===== config.mk =====
export PLATFORM = sky130hd
export DESIGN_NAME = fault_event_supervisor_top
export DESIGN_NICKNAME = d
export VERILOG_FILES = /design/src/design/fes_pkg.sv /design/src/design/fault_event_supervisor_top.sv
export SDC_FILE = /design/constraint.sdc
export NUM_CORES = 1
export LEC_CHECK = 0
export BUFFER_PORTS_ARGS = -buffer_cell sky130_fd_sc_hd__buf_2
export CAP_MARGIN = 20
export CORE_ASPECT_RATIO = 1.25
export CORE_MARGIN = 5
export CORE_UTILIZATION = 51
export CTS_BUF_LIST = sky130_fd_sc_hd__clkbuf_2
export DETAILED_ROUTE_END_ITERATION = 12
export PLACE_DENSITY = 0.76
export SLEW_MARGIN = 10
export SYNTH_ARGS = -nofsm -noshare
export SYNTH_HDL_FRONTEND = slang
export SYNTH_SLANG_ARGS = --single-unit

===== constraint.sdc =====
create_clock -name i_clk -period 6 [get_ports i_clk]
set_input_delay 1.2 -clock i_clk [delete_from_list [all_inputs] [get_ports i_clk]]
set_output_delay 1.2 -clock i_clk [all_outputs]
set_load 0.01 [all_outputs]

===== src/design/fes_pkg.sv =====
package fes_pkg;

    // Event codes carried in the mode field.
    typedef enum logic [4:0] {
        MODE_BUS_OK        = 5'd0,
        MODE_TIMEOUT       = 5'd1,
        MODE_NACK          = 5'd2,
        MODE_BUS_ERR       = 5'd3,
        MODE_SENSOR_FAIL   = 5'd4,
        MODE_SENSOR_OK     = 5'd5,
        MODE_CRC_ERR       = 5'd6,
        MODE_FRAME_OK      = 5'd7,
        MODE_OVERFLOW      = 5'd8,
        MODE_RECOVERY_OK   = 5'd9,
        MODE_RECOVERY_FAIL = 5'd10,
        MODE_WDT_RESET     = 5'd11,
        MODE_FLASH_FAIL    = 5'd12,
        MODE_FLASH_OK      = 5'd13,
        MODE_CLEAR         = 5'd14,
        MODE_DONE          = 5'd15,
        MODE_REINIT        = 5'd16,
        MODE_NONE          = 5'd17
    } t_mode;

    // Configuration register indexes.
    typedef enum logic [2:0] {
        REG_BUS_FAULT_LIMIT     = 3'd0,
        REG_SENSOR_FAIL_LIMIT   = 3'd1,
        REG_RECOVERY_FAIL_LIMIT = 3'd2,
        REG_OVERFLOW_LIMIT      = 3'd3,
        REG_SAVE_FAIL_LIMIT     = 3'd4
    } t_reg_idx;

    localparam int CFG_INDEX_W = 3;
    localparam int LIMIT_W     = 8;
    localparam int SEL_W       = 4;
    localparam int VALUE_W     = 8;

    // Counter slots.
    localparam int NUM_CNT       = 13;
    localparam int CNT_TMO       = 0;
    localparam int CNT_NACK      = 1;
    localparam int CNT_BUS       = 2;
    localparam int CNT_CRC       = 3;
    localparam int CNT_SENS      = 4;
    localparam int CNT_OVF       = 5;
    localparam int CNT_REC       = 6;
    localparam int CNT_WDT       = 7;
    localparam int CNT_FLASH     = 8;
    localparam int CNT_SENS_RUN  = 9;
    localparam int CNT_OVF_RUN   = 10;
    localparam int CNT_REC_RUN   = 11;
    localparam int CNT_FLASH_RUN = 12;

    // Limit values after reset.
    localparam logic [LIMIT_W-1:0] RST_BUS_FAULT_LIMIT     = 8'd5;
    localparam logic [LIMIT_W-1:0] RST_SENSOR_FAIL_LIMIT   = 8'd3;
    localparam logic [LIMIT_W-1:0] RST_RECOVERY_FAIL_LIMIT = 8'd3;
    localparam logic [LIMIT_W-1:0] RST_OVERFLOW_LIMIT      = 8'd5;
    localparam logic [LIMIT_W-1:0] RST_SAVE_FAIL_LIMIT     = 8'd3;

endpackage


===== src/design/fault_event_supervisor_top.sv =====
// Fault event supervisor. Each input beat carries one fault or health event and a
// counter selector; each event gives exactly one result beat with the recovery
// request, recovery done and fatal latches, the watchdog feed permission and the
// selected event counter after the event. The block takes one event per clock
// cycle while the result side drains: an input register and a result register
// bracket a single pass of counter update and limit compare logic. Limits are
// written through the configuration channel, which is always ready, and should
// be changed only while no event is in flight.
module fault_event_supervisor_top #(
    parameter int COUNT_WIDTH = 8
) (
    input  logic                            i_clk,
    input  logic                            i_rst_n,

    input  logic                            i_cfg_valid,
    output logic                            o_cfg_ready,
    input  logic [fes_pkg::CFG_INDEX_W-1:0] i_cfg_index,
    input  logic [fes_pkg::LIMIT_W-1:0]     i_cfg_data,

    input  logic                            i_in_valid,
    output logic                            o_in_ready,
    input  logic [4:0]                      i_mode,
    input  logic [fes_pkg::SEL_W-1:0]       i_counter_select,

    output logic                            o_out_valid,
    input  logic                            i_out_ready,
    output logic                            o_recovery_wanted,
    output logic                            o_recovery_finished,
    output logic                            o_fatal_latched,
    output logic                            o_feed_permitted,
    output logic [fes_pkg::VALUE_W-1:0]     o_counter_value
);
    import fes_pkg::*;

    // Compare width: wide enough for the timeout plus bus error sum and the limits.
    localparam int CMP_W = (COUNT_WIDTH + 1 > LIMIT_W + 1) ? COUNT_WIDTH + 1 : LIMIT_W + 1;
    localparam logic [COUNT_WIDTH-1:0] CNT_MAX = {COUNT_WIDTH{1'b1}};

    typedef logic [COUNT_WIDTH-1:0] t_cnt;

    // Saturating increment.
    function automatic t_cnt f_bump(input t_cnt v);
        return (v == CNT_MAX) ? v : v + t_cnt'(1);
    endfunction

    // Configuration registers.
    logic [LIMIT_W-1:0] r_bus_fault_limit;
    logic [LIMIT_W-1:0] r_sensor_fail_limit;
    logic [LIMIT_W-1:0] r_recovery_fail_limit;
    logic [LIMIT_W-1:0] r_overflow_limit;
    logic [LIMIT_W-1:0] r_save_fail_limit;

    // Input stage.
    logic               r_in_valid;
    logic [4:0]         r_mode;
    logic [SEL_W-1:0]   r_sel;

    // Supervisor state.
    t_cnt               r_cnt [NUM_CNT];
    logic               r_req;
    logic               r_done;
    logic               r_fatal;

    // Result stage.
    logic               r_out_valid;
    logic               r_out_req;
    logic               r_out_done;
    logic               r_out_fatal;
    logic [VALUE_W-1:0] r_out_value;

    // Next values.
    t_cnt               n_cnt [NUM_CNT];
    logic               n_req;
    logic               n_done;
    logic               n_fatal;
    logic [VALUE_W-1:0] n_value;

    logic               out_free;
    logic               advance;
    logic               do_check;
    logic [CMP_W-1:0]   severe_sum;
    logic [CMP_W-1:0]   sel_ext;

    assign out_free   = !r_out_valid || i_out_ready;
    assign advance    = r_in_valid && out_free;
    assign o_in_ready = !r_in_valid || out_free;
    assign o_cfg_ready = 1'b1;

    // Configuration writes; indexes beyond the list are ignored.
    always_ff @(posedge i_clk) begin
        if (!i_rst_n) begin
            r_bus_fault_limit     <= RST_BUS_FAULT_LIMIT;
            r_sensor_fail_limit   <= RST_SENSOR_FAIL_LIMIT;
            r_recovery_fail_limit <= RST_RECOVERY_FAIL_LIMIT;
            r_overflow_limit      <= RST_OVERFLOW_LIMIT;
            r_save_fail_limit     <= RST_SAVE_FAIL_LIMIT;
        end else if (i_cfg_valid) begin
            case (i_cfg_index)
                REG_BUS_FAULT_LIMIT:     r_bus_fault_limit     <= i_cfg_data;
                REG_SENSOR_FAIL_LIMIT:   r_sensor_fail_limit   <= i_cfg_data;
                REG_RECOVERY_FAIL_LIMIT: r_recovery_fail_limit <= i_cfg_data;
                REG_OVERFLOW_LIMIT:      r_overflow_limit      <= i_cfg_data;
                REG_SAVE_FAIL_LIMIT:     r_save_fail_limit     <= i_cfg_data;
                default: begin
                end
            endcase
        end
    end

    // Input register.
    always_ff @(posedge i_clk) begin
        if (!i_rst_n) begin
            r_in_valid <= 1'b0;
        end else if (o_in_ready) begin
            r_in_valid <= i_in_valid;
        end
    end

    always_ff @(posedge i_clk) begin
        if (o_in_ready && i_in_valid) begin
            r_mode <= i_mode;
            r_sel  <= i_counter_select;
        end
    end

    // Counter updates for the event, then the limit check on the updated counters.
    always_comb begin
        for (int k = 0; k < NUM_CNT; k++) begin
            n_cnt[k] = r_cnt[k];
        end
        n_req    = r_req;
        n_done   = r_done;
        n_fatal  = r_fatal;
        do_check = 1'b0;

        case (r_mode)
            MODE_BUS_OK: begin
                n_cnt[CNT_TMO]     = '0;
                n_cnt[CNT_NACK]    = '0;
                n_cnt[CNT_BUS]     = '0;
                n_cnt[CNT_REC_RUN] = '0;
            end
            MODE_TIMEOUT: begin
                n_cnt[CNT_TMO] = f_bump(r_cnt[CNT_TMO]);
                do_check       = 1'b1;
            end
            MODE_NACK: begin
                n_cnt[CNT_NACK] = f_bump(r_cnt[CNT_NACK]);
                do_check        = 1'b1;
            end
            MODE_BUS_ERR: begin
                n_cnt[CNT_BUS] = f_bump(r_cnt[CNT_BUS]);
                do_check       = 1'b1;
            end
            MODE_SENSOR_FAIL: begin
                n_cnt[CNT_SENS]     = f_bump(r_cnt[CNT_SENS]);
                n_cnt[CNT_SENS_RUN] = f_bump(r_cnt[CNT_SENS_RUN]);
                do_check            = 1'b1;
            end
            MODE_SENSOR_OK: begin
                n_cnt[CNT_SENS_RUN] = '0;
            end
            MODE_CRC_ERR: begin
                n_cnt[CNT_CRC] = f_bump(r_cnt[CNT_CRC]);
            end
            MODE_FRAME_OK: begin
                n_cnt[CNT_OVF_RUN] = '0;
            end
            MODE_OVERFLOW: begin
                n_cnt[CNT_OVF]     = f_bump(r_cnt[CNT_OVF]);
                n_cnt[CNT_OVF_RUN] = f_bump(r_cnt[CNT_OVF_RUN]);
                do_check           = 1'b1;
            end
            MODE_RECOVERY_OK: begin
                n_cnt[CNT_REC]     = f_bump(r_cnt[CNT_REC]);
                n_cnt[CNT_TMO]     = '0;
                n_cnt[CNT_BUS]     = '0;
                n_cnt[CNT_REC_RUN] = '0;
                n_req              = 1'b0;
                n_done             = 1'b1;
                do_check           = 1'b1;
            end
            MODE_RECOVERY_FAIL: begin
                n_cnt[CNT_REC]     = f_bump(r_cnt[CNT_REC]);
                n_cnt[CNT_REC_RUN] = f_bump(r_cnt[CNT_REC_RUN]);
                do_check           = 1'b1;
            end
            MODE_WDT_RESET: begin
                n_cnt[CNT_WDT] = f_bump(r_cnt[CNT_WDT]);
            end
            MODE_FLASH_FAIL: begin
                n_cnt[CNT_FLASH]     = f_bump(r_cnt[CNT_FLASH]);
                n_cnt[CNT_FLASH_RUN] = f_bump(r_cnt[CNT_FLASH_RUN]);
                do_check             = 1'b1;
            end
            MODE_FLASH_OK: begin
                n_cnt[CNT_FLASH_RUN] = '0;
            end
            MODE_CLEAR: begin
                n_req = 1'b0;
            end
            MODE_DONE: begin
                n_done = 1'b1;
                n_req  = 1'b0;
            end
            MODE_REINIT: begin
                for (int k = 0; k < NUM_CNT; k++) begin
                    n_cnt[k] = '0;
                end
                n_req   = 1'b0;
                n_done  = 1'b0;
                n_fatal = 1'b0;
            end
            default: begin
            end
        endcase

        // The sum is taken one bit wider so it cannot wrap.
        severe_sum = CMP_W'(n_cnt[CNT_TMO]) + CMP_W'(n_cnt[CNT_BUS]);
        if (do_check) begin
            if (severe_sum >= CMP_W'(r_bus_fault_limit) ||
                CMP_W'(n_cnt[CNT_SENS_RUN]) >= CMP_W'(r_sensor_fail_limit)) begin
                n_req = 1'b1;
            end
            if (CMP_W'(n_cnt[CNT_REC_RUN]) >= CMP_W'(r_recovery_fail_limit) ||
                CMP_W'(n_cnt[CNT_OVF_RUN]) >= CMP_W'(r_overflow_limit) ||
                CMP_W'(n_cnt[CNT_FLASH_RUN]) >= CMP_W'(r_save_fail_limit)) begin
                n_fatal = 1'b1;
            end
        end

        // Selected counter after the event; unused selectors read as zero.
        sel_ext = '0;
        if (r_sel < SEL_W'(NUM_CNT)) begin
            sel_ext = CMP_W'(n_cnt[r_sel]);
        end
        n_value = sel_ext[VALUE_W-1:0];
    end

    // State and result registers advance together.
    always_ff @(posedge i_clk) begin
        if (!i_rst_n) begin
            for (int k = 0; k < NUM_CNT; k++) begin
                r_cnt[k] <= '0;
            end
            r_req       <= 1'b0;
            r_done      <= 1'b0;
            r_fatal     <= 1'b0;
            r_out_valid <= 1'b0;
        end else begin
            if (advance) begin
                for (int k = 0; k < NUM_CNT; k++) begin
                    r_cnt[k] <= n_cnt[k];
                end
                r_req   <= n_req;
                r_done  <= n_done;
                r_fatal <= n_fatal;
            end
            if (out_free) begin
                r_out_valid <= r_in_valid;
            end
        end
    end

    always_ff @(posedge i_clk) begin
        if (advance) begin
            r_out_req   <= n_req;
            r_out_done  <= n_done;
            r_out_fatal <= n_fatal;
            r_out_value <= n_value;
        end
    end

    assign o_out_valid         = r_out_valid;
    assign o_recovery_wanted   = r_out_req;
    assign o_recovery_finished = r_out_done;
    assign o_fatal_latched     = r_out_fatal;
    assign o_feed_permitted    = !r_out_fatal;
    assign o_counter_value     = r_out_value;

endmodule

* Word-level counts from Yosys, hierarchy flattened
Memories as Yosys holds them, arrays and structs flattened. Cells that the tools add are included.
Storage, ports and cells: memory bits (writable) 104, input port bits 25, memories 1, output and inout bits 15, bits in registers 65, logic and storage cells 165
Cells by class: eq/ne operators 33, $add $sub $neg 14, mux-type cells 54, bitwise gates (word level) 14, magnitude comparators 7, reductions and logical operators 26
Memory list:
- r_cnt | depth 13, bits a word 8, read ports 13, clocked after Yosys merged registers in 0, wr ports 13, RTL line fault_event_supervisor_top.sv:59 | t_cnt r_cnt [NUM_CNT];
Operator list (count):
- 8-bit two-way mux | 28
- 8-bit one-hot mux with 2 select lines | 13
- 8-bit by 1-bit adder with 8-bit output, second input constant | 13
- 8-bit == test, second input constant | 13
- 5-bit by 4-bit == test with 1-bit output, second input constant | 8
- 8-bit binary-select mux with 4-bit select | 1
- 8-bit >= comparator | 4
- 5-bit by 3-bit == test with 1-bit output, second input constant | 4
- 1-bit OR | 13
- 2-bit OR reduction | 6
- 1-bit two-way mux | 11
- 5-bit by 2-bit == test with 1-bit output, second input constant | 2
- 2-bit AND reduction | 5
- 8-bit by 8-bit adder with 9-bit output | 1
- 9-bit by 8-bit >= comparator with 1-bit output | 1
- 8-bit OR reduction | 1
- 3-bit by 2-bit == test with 1-bit output, second input constant | 2
- 5-bit by 1-bit == test with 1-bit output, second input constant | 1
- 5-bit == test, second input constant | 1
- 5-bit >= comparator, second input constant | 1
- 5-bit logical NOT | 1
- 1-bit logical OR | 5
- 4-bit inverter with 5-bit output | 1
- 4-bit less-than comparator, second input constant | 1
- 8 further kinds | 11

* Longest topological paths before layout
Gate-level depths: netlist (run 1). An unclocked memory read counts as a cell.
depth after elaboration 9, gate-level depth with buffers 22, mapped depth without buffers 20

* Worst setup path before layout (run 1)
OpenSTA, ideal clock, no wires.
path type input to register, start point input port i_rst_n, end point memory r_cnt[0][0] in the netlist's numbering, enable pin, data arrival time 3.456 ns, cell stages on the path 3, required time 5.041 ns, path slack 1.585 ns, setup time 0.959 ns, buffers on the path 2, cells stage by stage clkbuf_1 > clkbuf_1 > nand2_1
RTL lines:
- from (decl) | RTL line fault_event_supervisor_top.sv:13 | input logic i_rst_n,
- to (decl) | RTL line fault_event_supervisor_top.sv:59

==> results of run 1 <==
metal layers:
layer	up-vias	share of wire, %
met3	107	7.7
met5	-	0
met4	0	5.3
li1	4833	-
met2	538	47
met1	4946	40
area by class of cell:
cell class                      count  area [um2]
Fill cell                        2003       10100
Multi-Input combinational cell   1004        6330
Sequential cell                   169        4620
Tap cell                          283         354
Timing Repair Buffer               52         295
Inverter                           71         267
Clock inverter                     15         186
Clock buffer                       17        85.1
Antenna cell                        2        5.00
synthesized netlist by cell type (12+ instances only):
master | number | area share, %
sky130_fd_sc_hd__a31oi_1 | 18 | 0.98
sky130_fd_sc_hd__nand4_1 | 25 | 1.4
sky130_fd_sc_hd__inv_1 | 71 | 2.3
sky130_fd_sc_hd__nand2_1 | 166 | 5.4
sky130_fd_sc_hd__nor2b_1 | 23 | 1.3
sky130_fd_sc_hd__o21ai_0 | 33 | 1.4
sky130_fd_sc_hd__or3_1 | 12 | 0.66
sky130_fd_sc_hd__o211ai_1 | 25 | 1.6
sky130_fd_sc_hd__nand3_1 | 69 | 3.0
sky130_fd_sc_hd__and3_1 | 22 | 1.2
sky130_fd_sc_hd__mux2_2 | 15 | 1.5
sky130_fd_sc_hd__dfxtp_1 | 45 | 7.9
sky130_fd_sc_hd__and2_1 | 52 | 2.8
sky130_fd_sc_hd__nor2_1 | 123 | 4.0
sky130_fd_sc_hd__a21oi_1 | 92 | 4.0
sky130_fd_sc_hd__mux2i_1 | 26 | 2.3
sky130_fd_sc_hd__clkbuf_1 | 40 | 1.3
sky130_fd_sc_hd__ha_1 | 61 | 6.7
sky130_fd_sc_hd__edfxtp_1 | 124 | 33
sky130_fd_sc_hd__nand2b_1 | 14 | 0.77
sky130_fd_sc_hd__nor3_1 | 33 | 1.4
critical path, cell delays in order, from the launching register on:
cell and delay, ns:
sky130_fd_sc_hd__edfxtp_1 0.76, sky130_fd_sc_hd__or4b_1 0.71, sky130_fd_sc_hd__a211oi_2 0.39, sky130_fd_sc_hd__nor2_1 0.11
sky130_fd_sc_hd__mux2i_1 0.25, sky130_fd_sc_hd__inv_1 0.08, sky130_fd_sc_hd__ha_1 0.22, sky130_fd_sc_hd__fa_1 0.43
sky130_fd_sc_hd__a21o_1 0.19, sky130_fd_sc_hd__a21oi_1 0.21, sky130_fd_sc_hd__o21ai_0 0.18, sky130_fd_sc_hd__xor2_1 0.18
sky130_fd_sc_hd__ha_1 0.20, sky130_fd_sc_hd__a22oi_1 0.17, sky130_fd_sc_hd__nand2_1 0.08, sky130_fd_sc_hd__a21oi_1 0.14
sky130_fd_sc_hd__o2111ai_1 0.14, sky130_fd_sc_hd__nor3_1 0.30, sky130_fd_sc_hd__nor2b_1 0.08
sequential cells by signal, summed over array words and instances, names as in the netlist, 4 cells and up:
register and flops:
o_counter_value 8, r_sel 4, r_cnt 104, r_save_fail_limit 8, r_mode 5, r_recovery_fail_limit 8, r_overflow_limit 8, r_bus_fault_limit 8
r_sensor_fail_limit 8
power by group:
group / total, mW / internal (mW) / switching, mW
logic: 0.481 / 0.170 / 0.311
clock network: 0.699 / 0.244 / 0.454
registers: 1.40 / 1.33 / 0.0683
total: 2.58 / 1.74 / 0.834
per-stage QoR:
stage	setup slack [ns]	cells	hold slack, ns	power [mW]	instance area [um2]
after floorplan	1.58	1298	0.436	1.73	11400
after global placement	1.28	1579	0.442	1.88	11900
after detailed placement	1.12	1579	0.447	1.89	11900
after CTS	1.15	1611	0.473	2.57	12100
after global routing	0.708	1613	0.490	2.68	12100
final	1.02	1613	0.472	2.58	12100
worst paths after layout:
check	endpoint	from	slack (ns)
hold reg to reg	r_overflow_limit[4]	r_overflow_limit[4]	0.47
setup / recovery	o_recovery_wanted	r_mode[3]	1.02
hold / removal	r_overflow_limit[4]	r_overflow_limit[4]	0.47
setup reg to reg	o_recovery_wanted	r_mode[3]	1.02
kinds of logic after synthesis:
group,after synthesis
buffers and inverters,125
adder cells (fa/ha/maj),62
AO/OA/AOI/OAI,289
flip-flops,169
XOR/XNOR,15
multiplexers,42
other,1
AND/OR/NAND/NOR,595
layout by cell type (no fill, tap or decap), types with 14 or more instances in the layout:
cell / n
sky130_fd_sc_hd__and3_1: 22
sky130_fd_sc_hd__ha_1: 61
sky130_fd_sc_hd__a21oi_1: 92
sky130_fd_sc_hd__dfxtp_1: 45
sky130_fd_sc_hd__nand2b_1: 14
sky130_fd_sc_hd__o211ai_1: 25
sky130_fd_sc_hd__buf_2: 38
sky130_fd_sc_hd__mux2i_1: 26
sky130_fd_sc_hd__inv_1: 71
sky130_fd_sc_hd__o21ai_0: 33
sky130_fd_sc_hd__nor2_1: 123
sky130_fd_sc_hd__buf_4: 14
sky130_fd_sc_hd__clkbuf_2: 17
sky130_fd_sc_hd__nand3_1: 69
sky130_fd_sc_hd__nand2_1: 165
sky130_fd_sc_hd__mux2_2: 15
sky130_fd_sc_hd__a31oi_1: 18
sky130_fd_sc_hd__nor2b_1: 23
sky130_fd_sc_hd__and2_1: 52
sky130_fd_sc_hd__nor3_1: 33
sky130_fd_sc_hd__nand4_1: 25
sky130_fd_sc_hd__edfxtp_1: 124
==> qor.yml, run 1 <==
grt:
  gr-usage-all-layers_pct: 26.6
  grt.met3_usage_pct: 4.72
  number_of_global_route_vias_before_repair: 9581
  grt.busiest_layer: "met2"
  pin_count_of_the_biggest_net_entering_global_routing: 67
  met1_usage_pct: 33.7
  initial_antenna_violation_count: 2
  wire_length_of_the_first_global_routing_pass_um: 52600
  global_route.overflow_total: 0
  use_met2_pct: 43.8
yosys:
  seq_area_frac_synth_pct: 40.4
  synth_seq_cells: 169
  synth.lib_cells_used.distinct: 83
  synthArstFlopShare_pct: 0
  synthesis.area_per_instance_um2: 8.82
  synth-adder-area-share_pct: 6.85
  postSynthCellCount: 1298
  synthesis_warnings: 0
  synth-simple-area-share_pct: 26.1
  synth_xor_area_share_pct: 1.21
  synth_net_count: 1385
  synth_area_um2: 11400
  main_combinational_cell_family_by_area_after_synthesis: "simple AND/OR/NAND/NOR gates"
  ys_dominant_reg_cell: "sky130_fd_sc_hd__edfxtp_1"
  post_synth_mux_area_share_pct: 3.95
  number_of_synthesized_flops_with_an_enable_pin: 124
  synth_compound_gate_area_share_pct: 17.1
critical_path:
  reg2reg_depth: 18
  end_kind: "flip-flop"
  startpoint_type: "flip-flop"
  data_required_time_of_the_critical_path_ns: 6.58
  worstSetupPathType: "reg -> reg"
  timing.critical_path.fanout_max: 22
  data_arrival_time_of_the_worst_path_ns: 5.56
floorplanning:
  floorplan.initialDensity_pct: 51.5
  ios: 40
  die_y_um: 177
  floorplan.die.width_um: 144
  floorplan.rows: 61
  core_area_um2: 22200
  die_area_um2: 25500
timing:
  unrepaired_setup_endpoints_after_global_routing: "no"
  timing.setup.tns_ns: 0
  maxSlewHeadroom_pct: 37.3
  finalClockSkew_ns: 0.0668
  final-setup-viol-count: 0
  finalHoldViolCount: 0
  worst_pin_slew_ns: 0.928
  max_clock_freq_ghz: 0.201
  slew_violations: 0
  share_of_the_cycle_needed_by_the_critical_path_after_routing_pct: 83.0
  fin_crit_ns: 4.98
pwr:
  ir_worst_vdd_mv: 0.131
  static_leakage_nw: 4.62
  power.density_cell_area_nw_per_um2: 212
clock_network:
  max-clock-path-buffers: 2
  cts_hold_buf: 0
  clk_latency_ns: 0.80
  h-tree-depth: 4
  postCtsResizedCells: 0
  cts_setup_buffers: 0
  clock_sink_count: 169
  cts_root_buf: "sky130_fd_sc_hd__clkbuf_2"
  clkSlewWorstSetupHoldPaths_ns: 0.28
  tritoncts: "yes"
  cts-buffers-inserted: 17
detailed_routing:
  drc: 0
  routed-via-count: 10400
  route.detailed.wl_per_inst_um: 21.1
  vias_per_cell: 6.46
  routed_wl_um: 34100
  drt_iter0_drc: 1244
  antenna_violating_nets_post_route: 0
  drtPass1Iterations: 5
placement:
  dpl.hpwl_um: 25400
  globalplace.congestion: 1.00
  number_of_input_and_output_port_buffers_inserted: 38
cells_and_area:
  area_delta_synth_final_pct: 6.18
  finish.net_count: 1402
  finish.utilization_pct: 54.7
  post_route_cells_drive_above_1_share_pct: 9.19
hold_path:
  min-delay-path-class: "reg -> reg"
  worst_hold_path_cells: 2
job:
  max-cap-violations: 0
run_status:
  run_status: "finished, final reports clean"
Power figures use the tool's default switching activity.
==> run 2, diff against run 1 <==
==> constraint.sdc (replaced) <==
create_clock -name i_clk -period 5 [get_ports i_clk]
set_input_delay 1 -clock i_clk [delete_from_list [all_inputs] [get_ports i_clk]]
set_output_delay 1 -clock i_clk [all_outputs]
set_load 0.01 [all_outputs]
==> run 2 against run 1 <==
Core utilization decreased by 0.051 points. Setup slack got worse by 0.63 ns. Final cell count increased by 0.19%. Die area unchanged. Hold slack got worse by 0.11 ns. Power increased by 16%. Maximum frequency increased by 8.1%. Cell area about the same. Global-route usage increased by 0.45 points. Sequential cell count unchanged. Wire length increased by 0.97%. Critical path type unchanged. Highest routed layer unchanged.
==> qor.yml, run 2 (synthesis gave the netlist of run 1 again) <==
detailed_routing:
  routed_wl_um: 34400
  routed-via-count: 10300
  route.detailed.wl_per_inst_um: 21.3
  drtPass1Iterations: 6
  antenna_violating_nets_post_route: 0
  drt_iter0_drc: 1161
  vias_per_cell: 6.38
  drc: 0
timing:
  share_of_the_cycle_needed_by_the_critical_path_after_routing_pct: 92.1
  worst_pin_slew_ns: 0.980
  final-setup-viol-count: 0
  fin_crit_ns: 4.61
  slew_violations: 0
  finalHoldViolCount: 0
  finalClockSkew_ns: 0.0391
  hold_slack_ns: 0.358
  timing.setup.tns_ns: 0
  max_clock_freq_ghz: 0.217
  maxSlewHeadroom_pct: 33.8
  unrepaired_setup_endpoints_after_global_routing: "no"
grt:
  wire_length_of_the_first_global_routing_pass_um: 53300
  pin_count_of_the_biggest_net_entering_global_routing: 54
  gr-usage-all-layers_pct: 27.1
  initial_antenna_violation_count: 1
  number_of_global_route_vias_before_repair: 9721
  global_route.overflow_total: 0
placement:
  dpl.hpwl_um: 26000
  number_of_input_and_output_port_buffers_inserted: 38
  globalplace.congestion: 1.04
critical_path:
  timing.critical_path.fanout_max: 6
  worst_stage_delay_on_the_critical_path_ns: 0.63
  end_kind: "flip-flop"
  cp.buffers_inverters: 0
  cpMostUsedCell: "sky130_fd_sc_hd__a21oi_1"
  cp_top_family: "compound AO/OA/AOI/OAI gates"
  slowest_stage: "sky130_fd_sc_hd__or4b_1"
  crit_path_cell_trace: "or4b_1 > a211oi_2 > nor2_1 > a22o_1 > ha_1 > a21o_1 > a21oi_1 > o21bai_1 > a21oi_1 > o21ai_0 > xor2_1 > ha_1 > a22oi_1 > nand2_1 > a21oi_1 > o2111ai_1 > nor3_1 > nor2b_1"
  data_arrival_time_of_the_worst_path_ns: 5.17
  startpoint_type: "flip-flop"
  data_required_time_of_the_critical_path_ns: 5.57
  worstSetupPathType: "reg -> reg"
floorplanning:
  die_y_um: 177
  floorplan.rows: 61
  floorplan.die.width_um: 144
  floorplan.initialDensity_pct: 51.5
  core_area_um2: 22200
  ios: 40
  die_area_um2: 25500
pwr:
  power_report.internal_total_mw: 2.00
  comb_power_share_pct: 19.4
  static_leakage_nw: 4.62
  power.density_cell_area_nw_per_um2: 247
  power.share.clock_pct: 24.8
  switching_power_mw: 1.00
  seq_power_share_pct: 55.8
  netSwitchingFraction_pct: 33.4
  ir_worst_vdd_mv: 0.152
cells_and_area:
  finish.utilization_pct: 54.7
  finish.net_count: 1405
  registers.top_by_ff_count: "r_cnt"
  layout_commonest_cell: "sky130_fd_sc_hd__nand2_1"
  post_route_cells_drive_above_1_share_pct: 9.39
  layout.cells.most_common_list: "sky130_fd_sc_hd__nand2_1, sky130_fd_sc_hd__edfxtp_1, sky130_fd_sc_hd__nor2_1"
  area_delta_synth_final_pct: 6.08
  largest_register_ff_count: 104
clock_network:
  postCtsResizedCells: 0
  cts_setup_buffers: 0
  tritoncts: "yes"
  cts-buffers-inserted: 17
  clock_sink_count: 169
  clk_latency_ns: 0.80
  cts_hold_buf: 0
  cts_root_buf: "sky130_fd_sc_hd__clkbuf_2"
  max-clock-path-buffers: 2
  clkSlewWorstSetupHoldPaths_ns: 0.28
  h-tree-depth: 4
hold_path:
  min-delay-path-class: "in -> reg"
run_status:
  run_status: "finished, final reports clean"
job:
  max-cap-violations: 0
-- run 2: changes by cell type in the layout (fill, tap and decap cells not counted), sizes merged --
cell and change:
clkinv +2, inv +1, bufinv -2, clkinvlp -1
buf +3
-- run 2: metal layers --
layer | track usage (%) | wire length [um] | vias up
li1 | - | - | 4841
met1 | 34.6 | 13700 | 4864
met2 | 44.4 | 16300 | 502
met3 | 3.42 | 2470 | 109
met4 | 14.6 | 1900 | 0
met5 | 0 | 0 | -
-- run 2: path summary, 6_finish.rpt --
| kind | cells past startpoint | slack, ns | from | to |
|---|---|---|---|---|
| worst max-delay path | 18 | 0.39 | r_mode[3] | o_recovery_wanted |
| worst min-delay path | 1 | 0.36 | i_counter_select[1] | r_sel[1] |
| worst max register to register | 18 | 0.39 | r_mode[3] | o_recovery_wanted |
| worst min register to register | 2 | 0.47 | r_recovery_fail_limit[4] | r_recovery_fail_limit[4] |
-- run 2: power groups by stage --
stage	clock network, mW	registers [mW]	logic, mW
2_1_floorplan	0	1.69	0.383
3_3_place_gp	0	1.70	0.557
3_5_place_dp	0	1.70	0.571
4_1_cts	0.747	1.67	0.575
5_1_grt	0.802	1.69	0.639
6_report	0.745	1.68	0.582
-- run 2: final cells by class --
type	instances	area, um2
Clock inverter	15	140
Multi-Input combinational cell	1004	6330
Antenna cell	2	5.00
Clock buffer	17	85.1
Fill cell	2019	10100
Inverter	71	267
Timing Repair Buffer	55	330
Sequential cell	169	4620
Tap cell	283	354
-- run 2: metrics by stage --
| step | instance area (um2) | total power [mW] | worst slack, ns | std cells |
|---|---|---|---|---|
| 6_report | 12100 | 3.00 | 0.395 | 1616 |
| 5_1_grt | 12100 | 3.13 | 0.0788 | 1616 |
| 4_1_cts | 12100 | 2.99 | 0.471 | 1614 |
| 3_5_place_dp | 11900 | 2.27 | 0.510 | 1582 |
| 3_3_place_gp | 11900 | 2.25 | 0.635 | 1582 |
| 2_1_floorplan | 11400 | 2.07 | 0.745 | 1298 |
==> run 3, diff against run 2 <==
--- a/config.mk
+++ b/config.mk
@@ -12,7 +12,7 @@
 export CORE_UTILIZATION = 51
 export CTS_BUF_LIST = sky130_fd_sc_hd__clkbuf_2
 export DETAILED_ROUTE_END_ITERATION = 12
-export PLACE_DENSITY = 0.76
+export PLACE_DENSITY = 0.74
 export SLEW_MARGIN = 10
 export SYNTH_ARGS = -nofsm -noshare
 export SYNTH_HDL_FRONTEND = slang
==> run 3 against run 2 <==
Sequential share of layout area is 0.063 points lower. Cell area is 0.16% higher. Critical path depth stayed put. Sequential power hardly changed. Largest power group unchanged.
==> qor.yml, run 3 (synthesis gave the netlist of run 1 again) <==
cells_and_area:
  num-fill-cells: 2006
  multi_input_comb_area_um2: 6330
  post_route_cells_drive_above_1_share_pct: 9.80
  largest_register_ff_count: 104
  layout.cells.most_common_list: "sky130_fd_sc_hd__nand2_1, sky130_fd_sc_hd__edfxtp_1, sky130_fd_sc_hd__nor2_1"
  final-seq-area_um2: 4620
  registers.top_by_ff_count: "r_cnt"
  area_delta_synth_final_pct: 6.25
  finish.net_count: 1411
  layout_commonest_cell: "sky130_fd_sc_hd__nand2_1"
  finish.utilization_pct: 54.7
clock_network:
  cts_root_buf: "sky130_fd_sc_hd__clkbuf_2"
  tritoncts: "yes"
  clock_sink_count: 169
  max-clock-path-buffers: 2
  clkSlewWorstSetupHoldPaths_ns: 0.24
  cts_setup_buffers: 0
  cts_hold_buf: 0
  postCtsResizedCells: 0
  h-tree-depth: 4
  cts-buffers-inserted: 17
  clk_latency_ns: 0.78
run_status:
  run_status: "finished, final reports clean"
grt:
  global_route.overflow_total: 0
  wire_length_of_the_first_global_routing_pass_um: 52500
  gr-usage-all-layers_pct: 26.7
  initial_antenna_violation_count: 1
  number_of_global_route_vias_before_repair: 9622
  pin_count_of_the_biggest_net_entering_global_routing: 56
timing:
  fin_crit_ns: 4.43
  max_clock_freq_ghz: 0.226
  worst_pin_slew_ns: 1.12
  timing.setup.tns_ns: 0
  finalHoldViolCount: 0
  slew_violations: 0
  maxSlewHeadroom_pct: 25.1
  unrepaired_setup_endpoints_after_global_routing: "no"
  final-setup-viol-count: 0
  finalClockSkew_ns: 0.0627
  share_of_the_cycle_needed_by_the_critical_path_after_routing_pct: 88.5
critical_path:
  timing.critical_path.fanout_max: 6
  cpMostUsedCell: "sky130_fd_sc_hd__a21oi_1"
  reg2reg_slack_ns: 0.57
  worstSetupPathType: "reg -> reg"
  end_kind: "flip-flop"
  startpoint_type: "flip-flop"
  crit_path_cell_trace: "or4b_1 > a211oi_2 > nor2_1 > a22o_1 > ha_1 > a21o_1 > a21oi_1 > o21bai_1 > a21oi_1 > o21ai_0 > xor2_1 > ha_1 > a22oi_1 > nand2_1 > a21oi_1 > o2111ai_1 > nor3_1 > nor2b_1"
  data_required_time_of_the_critical_path_ns: 5.56
  slowest_stage: "sky130_fd_sc_hd__or4b_1"
  data_arrival_time_of_the_worst_path_ns: 4.99
  worst_stage_delay_on_the_critical_path_ns: 0.62
job:
  max-cap-violations: 0
detailed_routing:
  antenna_violating_nets_post_route: 0
  route.detailed.wl_per_inst_um: 20.9
  routed-via-count: 10300
  drtPass1Iterations: 8
  drt_iter0_drc: 1040
  routed_wl_um: 33800
  vias_per_cell: 6.34
  drc: 0
hold_path:
  min-delay-path-class: "in -> reg"
pwr:
  static_leakage_nw: 4.65
  ir_worst_vdd_mv: 0.168
  power.density_cell_area_nw_per_um2: 245
floorplanning:
  floorplan.initialDensity_pct: 51.5
  ios: 40
  core_area_um2: 22200
  floorplan.rows: 61
  floorplan.die.width_um: 144
  die_y_um: 177
  die_area_um2: 25500
placement:
  dpl.hpwl_um: 25500
  globalplace.congestion: 1.01
  number_of_input_and_output_port_buffers_inserted: 38
[run 3: per-stage QoR]
| step | instances | worst slack, ns | hold WS (ns) | power, mW | area [um2] |
|---|---|---|---|---|---|
| finish | 1621 | 0.573 | 0.386 | 2.98 | 12200 |
| floorplan | 1298 | 0.745 | 0.436 | 2.07 | 11400 |
| CTS | 1620 | 0.555 | 0.345 | 2.98 | 12200 |
| global route | 1621 | 0.183 | 0.333 | 3.11 | 12200 |
| global placement | 1588 | 0.672 | 0.443 | 2.26 | 11900 |
| detailed placement | 1588 | 0.567 | 0.446 | 2.28 | 11900 |
[run 3: cell type report]
type                    count  share of cell area (%)
diodes                      1                  0.0206
clock buffers              24                   0.988
clock inverters             8                   0.782
inverters                  71                    2.19
multi-input cells        1004                    52.1
flip-flops and latches    169                    38.0
well taps                 283                    2.91
repair buffers             61                    2.98
[run 3: power breakdown]
| part | leakage (nW) | internal [mW] | switching, mW |
|---|---|---|---|
| Sequential | 1.66 | 1.60 | 0.0829 |
| Combinational | 2.83 | 0.210 | 0.373 |
| Clock | 0.150 | 0.243 | 0.478 |
| Total | 4.65 | 2.05 | 0.933 |
[run 3: final timing paths]
path | from | to | cells after the start
max | r_mode[2] | o_recovery_wanted | 18
min | i_counter_select[3] | r_sel[3] | 1
max reg2reg | r_mode[2] | o_recovery_wanted | 18
min reg2reg | r_overflow_limit[3] | r_overflow_limit[3] | 2
[run 3: routing by layer]
metal	wire [um]	GRT usage, %	up-vias
li1	-	-	4847
met1	13400	33.2	4814
met2	15600	42.9	495
met3	2500	4.66	128
met4	2280	16.4	0
met5	0	0	-
[run 3: worst max-delay path: cells and delay by family (launching register included)]
family / cells / cell delay [ns]
AOI/OAI and AO/OA: 10 / 1.86
xor gates and xnor gates: 1 / 0.16
adders and majority gates: 2 / 0.64
DFF: 1 / 0.43
and+or+nand+nor: 5 / 1.14
